$ cat config.mk
export PLATFORM = sky130hd
export DESIGN_NAME = dtq_scan
export DESIGN_NICKNAME = d
export VERILOG_FILES = /design/src/sv/dtq_pkg.sv /design/src/sv/dtq_scan.sv
export SDC_FILE = /design/constraint.sdc
export NUM_CORES = 1
export LEC_CHECK = 0
export BUFFER_PORTS_ARGS = -buffer_cell sky130_fd_sc_hd__buf_2
export CORE_MARGIN = 3
export CORE_UTILIZATION = 40
export CTS_CLUSTER_SIZE = 25
export DETAILED_ROUTE_END_ITERATION = 16
export GPL_TIMING_DRIVEN = 0
export PLACE_DENSITY_LB_ADDON = 0.3
export SYNTH_ARGS = -nofsm -noshare
export SYNTH_HDL_FRONTEND = slang
export SYNTH_SLANG_ARGS = --single-unit
$ cat constraint.sdc
create_clock -name clk_i -period 4.48 [get_ports clk_i]
set_input_delay 0.672 -clock clk_i [delete_from_list [all_inputs] [get_ports clk_i]]
set_output_delay 0.672 -clock clk_i [all_outputs]
set_load 0.05 [all_outputs]
$ cat src/sv/dtq_pkg.sv
package dtq_pkg;
  localparam int unsigned TimeW  = 48;
  localparam int unsigned DelayW = 32;
  localparam int unsigned TokW   = 32;
  localparam int unsigned SlotW  = 6;
  localparam int unsigned StatW  = 3;
  localparam int unsigned KindW  = 2;
  localparam int unsigned SlotsDefault = 64;
  // input word: kind, delay, payload, handle, now_time -> 120 bits
  localparam int unsigned InW  = KindW + DelayW + TokW + SlotW + TimeW;
  // output word: status, slot, token -> 41 bits, padded to 48
  localparam int unsigned OutW = 48;

  localparam logic [TimeW-1:0] TimeMax = '1;

  typedef enum logic [KindW-1:0] {
    KIND_ADD    = 2'd0,
    KIND_REMOVE = 2'd1,
    KIND_TICK   = 2'd2,
    KIND_NONE   = 2'd3
  } kind_e;

  typedef enum logic [StatW-1:0] {
    ST_ADDED    = 3'd0,
    ST_FULL     = 3'd1,
    ST_REMOVED  = 3'd2,
    ST_NOTPEND  = 3'd3,
    ST_FIRED    = 3'd4,
    ST_NONE_DUE = 3'd5
  } status_e;

  typedef struct packed {
    status_e          status;
    logic [SlotW-1:0] slot;
    logic [TokW-1:0]  token;
    logic             last;
  } result_t;
endpackage

$ cat src/sv/dtq_scan.sv
// Sequential scan over the slots: one entry compared per cycle against the
// running best (earliest due deadline, lowest index on ties). The deadline
// store is read with registered data, so each compare runs in the cycle after
// its address goes out.
module dtq_scan #(
  parameter int unsigned Slots = dtq_pkg::SlotsDefault
) (
  input  logic                      clk_i,
  input  logic                      rst_ni,
  input  logic                      start_i,
  input  logic [dtq_pkg::TimeW-1:0] now_i,
  input  logic                      pend_i,     // pending flag of cmp_idx_o
  input  logic [dtq_pkg::TimeW-1:0] dl_i,       // registered deadline of cmp_idx_o
  output logic [dtq_pkg::SlotW-1:0] idx_o,      // read address
  output logic [dtq_pkg::SlotW-1:0] cmp_idx_o,  // index under compare
  output logic                      busy_o,
  output logic                      found_o,
  output logic [dtq_pkg::SlotW-1:0] best_o
);
  import dtq_pkg::*;

  localparam logic [SlotW-1:0] LastIdx = SlotW'(Slots - 1);

  logic [SlotW-1:0] idx_q;
  logic [SlotW-1:0] cmp_idx_q;
  logic             issue_q, cmp_vld_q, found_q;
  logic [SlotW-1:0] best_q;
  logic [TimeW-1:0] bdl_q;
  logic             take;

  // shared compare: due, and strictly earlier than the best so far
  assign take = cmp_vld_q && pend_i && (dl_i <= now_i) && (!found_q || dl_i < bdl_q);

  // address counter and compare stage
  always_ff @(posedge clk_i or negedge rst_ni) begin
    if (!rst_ni) begin
      idx_q     <= '0;
      cmp_idx_q <= '0;
      issue_q   <= 1'b0;
      cmp_vld_q <= 1'b0;
      found_q   <= 1'b0;
    end else if (start_i) begin
      idx_q     <= '0;
      issue_q   <= 1'b1;
      cmp_vld_q <= 1'b0;
      found_q   <= 1'b0;
    end else begin
      cmp_vld_q <= issue_q;
      cmp_idx_q <= idx_q;
      if (take) found_q <= 1'b1;
      if (issue_q) begin
        if (idx_q == LastIdx) issue_q <= 1'b0;
        else idx_q <= idx_q + 1'b1;
      end
    end
  end

  // running best
  always_ff @(posedge clk_i) begin
    if (take) begin
      best_q <= cmp_idx_q;
      bdl_q  <= dl_i;
    end
  end

  assign idx_o     = idx_q;
  assign cmp_idx_o = cmp_idx_q;
  assign busy_o    = issue_q || cmp_vld_q;
  assign found_o   = found_q;
  assign best_o    = best_q;
endmodule

[After elaboration in Yosys (flattened, before gate mapping)]
Index checks and enable logic that the tools add are counted.
Word-level totals
  register bits: 69
  output and inout port bits: 20
Operators by class
  $add $sub $neg: 1
  magnitude comparators: 2
  equal/unequal tests: 2
  mux-type cells: 9
  reduce and logical (&&, ||, !) cells: 9
Operators with widths (number)
  $le A48 B48 Y1: 1
  $lt A48 B48 Y1: 1
  $mux W6: 3
  $add A6 B1 Y6 const B: 1
  $eq A6 B6 Y1 const B: 1
  $mux W1: 6
  $reduce_bool A2 Y1: 2
  $logic_and A1 B1 Y1: 3
  $logic_or A1 B1 Y1: 2
  $ne A2 B2 Y1 const B: 1
  $reduce_and A2 Y1: 1
  $logic_not A1 Y1: 1

[Depth between registers and ports, before layout]
  depth in word-level cells: 5
  mapped depth: 9
  gate-level depth less buffers: 9

[Worst setup path before layout]
OpenSTA, ideal clock, no wires.
  kind: input port to flip-flop
  start point: input port dl_i[6] (netlist bit)
  end point: register bdl_q[0] (enable)
  setup time: 0.460 ns
  data arrival time: 4.272 ns
  data required time: 4.020 ns
  slack: -0.252 ns
  cell stages on the path: 8
  cells stage by stage: ha_1 > a21o_1 > a211o_1 > o21bai_1 > o221a_1 > o2111ai_1 > a31oi_1 > a211oi_2
Between the ends
  longest elaborated chain between the ends: 3
  elaborated cells on any way between the ends: 5
RTL lines
  from (decl): RTL line dtq_scan.sv:13  | input logic [dtq_pkg::TimeW-1:0] dl_i,
  $le A48 B48 Y1 or $lt A48 B48 Y1 (tied branches): RTL line dtq_scan.sv:32  | assign take = cmp_vld_q && pend_i && (dl_i <= now_i) && (!found_q || dl_i < bdl_q);
  $logic_and A1 B1 Y1 or $logic_or A1 B1 Y1 (tied branches): RTL line dtq_scan.sv:32
  $logic_and A1 B1 Y1 *: RTL line dtq_scan.sv:32
  via take: RTL line dtq_scan.sv:29  | logic take;
  to (signal assigned): RTL line dtq_scan.sv:62  | bdl_q <= dl_i;
  to (decl): RTL line dtq_scan.sv:28  | logic [TimeW-1:0] bdl_q;
The timed path passes the listed nets; every way through them passes the cells marked *.
A chain may end at the register's enable or synchronous reset.

[Worst setup path after layout]
  start point: input port dl_i[25] (netlist bit)
  end point: register bdl_q[19] (enable)
The elaborated chain is that of the path after synthesis.

==> impl_metrics.json <==
{
  "crit_path_max_fanout": 18,
  "maxSlewViolCount": 0,
  "drt.antenna.violating_nets": 0,
  "placedCellCount": 708,
  "reg2reg_from": "bdl_q[6]$_DFFE_PP_",
  "insertedDiodeCount": 0,
  "post_cts_resized": 0,
  "gp_routability_congestion": 0.798,
  "synth.top_cell.area_share_pct": 34.9,
  "final_stage_net_count": 775,
  "post-route-drc-count": 0,
  "fin_crit_ns": 3.60,
  "ys.warnings.count": 0,
  "totalWireLength_mm": 10.4,
  "global_route_usage_over_all_layers_pct": 16.2,
  "rrSetupSlack_ns": 1.05,
  "async_reset_ff_share_pct": 21.7,
  "synth_compound_area_share_pct": 11.8,
  "worstSkewPairLatency_ns": 0.33,
  "core_area_um2": 11100,
  "report.final.hold_viol_count": 0,
  "post_route_cells_drive_above_1_share_pct": 25.5,
  "vdd_ir_drop_max_mv": 0.202,
  "cts_root_buffer": "clkbuf_16",
  "layout.filler_cells": 1041,
  "yosys.cell_count.top_type": "inv_1",
  "synth-seq-cells": 69,
  "first_pass_grt_wire_length_mm": 16.8,
  "drt-pass1-iter-count": 4,
  "synth_largest_area_cell": "edfxtp_1",
  "grt.overflow.total": 0,
  "ys_seq_area_share_pct": 42.9,
  "synthTopCellsByCount": "inv_1 (99), ha_1 (96), edfxtp_1 (54), a21oi_1 (36), nand2_1 (25)",
  "syn-cell-area_um2": 4650,
  "reg2reg_depth": 11,
  "syn_nets": 643,
  "cts_tree": "yes",
  "unrepaired_setup_endpoints_after_global_routing": "no",
  "min_path_type": "in -> async",
  "layoutNonFillerInstCount": 724,
  "synth_xor_xnor_area_share_pct": 0.942,
  "final.hold.worst_slack_ns": 0.245,
  "synth_simple_gate_area_share_pct": 8.85,
  "start_util_pct": 42.0,
  "via_count_of_the_first_global_routing_pass": 3638,
  "worst_setup_path_start_kind": "input port",
  "layout-area-overhead-vs-synth_pct": 25.8,
  "timing.critical_path.cells": "buf_2, ha_1, a21o_1, a21o_1, a21oi_1, o21ai_0, a221oi_1, o41ai_1, a211oi_4, buf_16, buf_16",
  "post_cts_hold_buffer_count": 0,
  "final_number_of_setup_violating_endpoints": 0,
  "fp-row-count": 38,
  "period_share_pct": 80.4,
  "power_density_nw_per_um2": 318,
  "critPathKind": "in -> reg",
  "path_clk_slew_ns": 0.06,
  "max_stage_delay_ns": 0.86,
  "critPathCapture": "bdl_q[19]$_DFFE_PP_",
  "cp_top_family": "compound AO/OA/AOI/OAI gates",
  "dieArea_um2": 13000,
  "port_buffers": 118,
  "transition_time_of_the_tightest_slew_check_pin_ns": 0.977,
  "synthDistinctLibCells": 35,
  "dp_hpwl_mm": 8.77,
  "ys_dominant_reg_cell": "edfxtp_1",
  "reg2reg_to": "bdl_q[19]$_DFFE_PP_",
  "dieWidth_um": 114,
  "setup.worst_path.end_class": "register",
  "leakage_power_nw": 3.05,
  "arrival_ns": 3.64,
  "synth-edff-count": 54,
  "fp.dieH_um": 114,
  "startpoint": "dl_i[25]",
  "synth-adder-area-share_pct": 25.8,
  "max_freq_ghz": 0.277,
  "status": "finished clean",
  "ctsHtreeMaxLevel": 3,
  "timing.critical_path.required_ns": 4.51,
  "clk_sink_count": 69,
  "synthMuxAreaShare_pct": 1.45,
  "yosys-top-cells-area": "edfxtp_1 (35%), ha_1 (26%), dfrtp_1 (8.1%)",
  "initial_drc_count": 121,
  "post-cts-setup-buffers": 0,
  "clock_skew_ns": 0.00632,
  "via_count": 3660,
  "synthesis.area_per_instance_um2": 10.4,
  "top_level_ports": 120,
  "synth_top_family_by_area": "adder cells",
  "critical_path.slowest_cell": "a211oi_4",
  "vias_per_cell": 5.06,
  "slew_headroom_pct": 34.6,
  "grt_antenna_before_repair": 1,
  "netlist_instances": 447,
  "grt_max_degree": 19,
  "cts-root-to-sink-buffers": 2,
  "wl_per_cell_um": 14.4,
  "cts_made_buffers": 9,
  "cp.buffers_inverters": 3,
  "critical_path_depth": 11,
  "maxCapViolCount": 0
}
registers in the layout (all words and copies together), names as in the netlist:
name	count
best_o	6
cmp_idx_o	6
idx_o	6
issue_q	1
found_o	1
bdl_q	48
cmp_vld_q	1
worst register-to-register path, delay by kind of cell, from the launching register on:
kind,cells,cell delay (ns)
buffers and inverters,3,0.47
AOI/OAI and AO/OA,7,2.08
DFF,1,0.36
adders and majority gates,1,0.22
layout by cell type (no fill, tap or decap), types with 6 or more instances in the layout:
master,instances
buf_2,118
inv_1,99
ha_1,96
edfxtp_1,54
a21oi_1,36
nand2_1,25
o21ai_0,19
nand4_1,16
a21o_1,15
dfrtp_1,15
nor2_1,14
clkbuf_16,12
mux2_2,6
layer usage:
metal	up-vias	global-route usage, %	share of wire (%)
li1	1840	-	-
met1	1730	19.9	44
met2	73	28.4	50
met3	15	3.45	4.5
met4	2	4.99	1.5
met5	-	0	0.067
how the worst min path moves through the flow:
| stage | end | from | slack (ns) |
|---|---|---|---|
| 5_1_grt | cmp_idx_o[1]$_DFFE_PN0N_ | rst_ni | 0.26 |
| 6_report | cmp_idx_o[1]$_DFFE_PN0N_ | rst_ni | 0.24 |
| 3_5_place_dp | best_o[2]$_DFFE_PP_ | cmp_idx_o[2]$_DFFE_PN0N_ | 0.45 |
| 3_3_place_gp | best_o[0]$_DFFE_PP_ | cmp_idx_o[0]$_DFFE_PN0N_ | 0.44 |
| 4_1_cts | cmp_idx_o[1]$_DFFE_PN0N_ | rst_ni | 0.25 |
| 2_1_floorplan | cmp_idx_o[0]$_DFFE_PN0N_ | rst_ni | 0.38 |
cell families (layout without fill, tap and decap cells):
family                   Yosys count  count (layout)
adder cells (fa/ha/maj)           96              96
buffers and inverters            101             238
AND/OR/NAND/NOR                   81              81
flip-flops                        69              69
multiplexers                       6               6
AO/OA/AOI/OAI                     89              89
XOR/XNOR                           5               5
metrics by stage:
stage	setup TNS (ns)	area (um2)	worst slack [ns]	utilization (%)	power, W
finish	0	5850	0.876	52.8	0.00186
global route	0	5850	0.748	52.8	0.00196
CTS	0	5850	0.875	52.8	0.00188
detailed placement	0	5490	0.533	49.6	0.00106
global placement	-27.95	5420	-0.520	48.9	0.00104
floorplan	0	4660	0.543	-	0.000933
cell type report:
type	count	area, um2	area share (%)
plain buffers	2	7.51	0.128
flip-flops and latches	69	2000	34.1
repair buffers	121	661	11.3
well taps	140	175	2.99
clock buffers	12	300	5.13
clock inverters	4	56.3	0.963
multi-input cells	277	2280	39.0
inverters	99	372	6.35
report_power, final:
group	internal [W]	switching [W]	total (W)
Clock	0.000536	0.000278	0.000814
Combinational	0.000131	0.000180	0.000311
Sequential	0.000725	0.0000108	0.000736
Total	0.00139	0.000469	0.00186
Power figures use the tool's default switching activity.
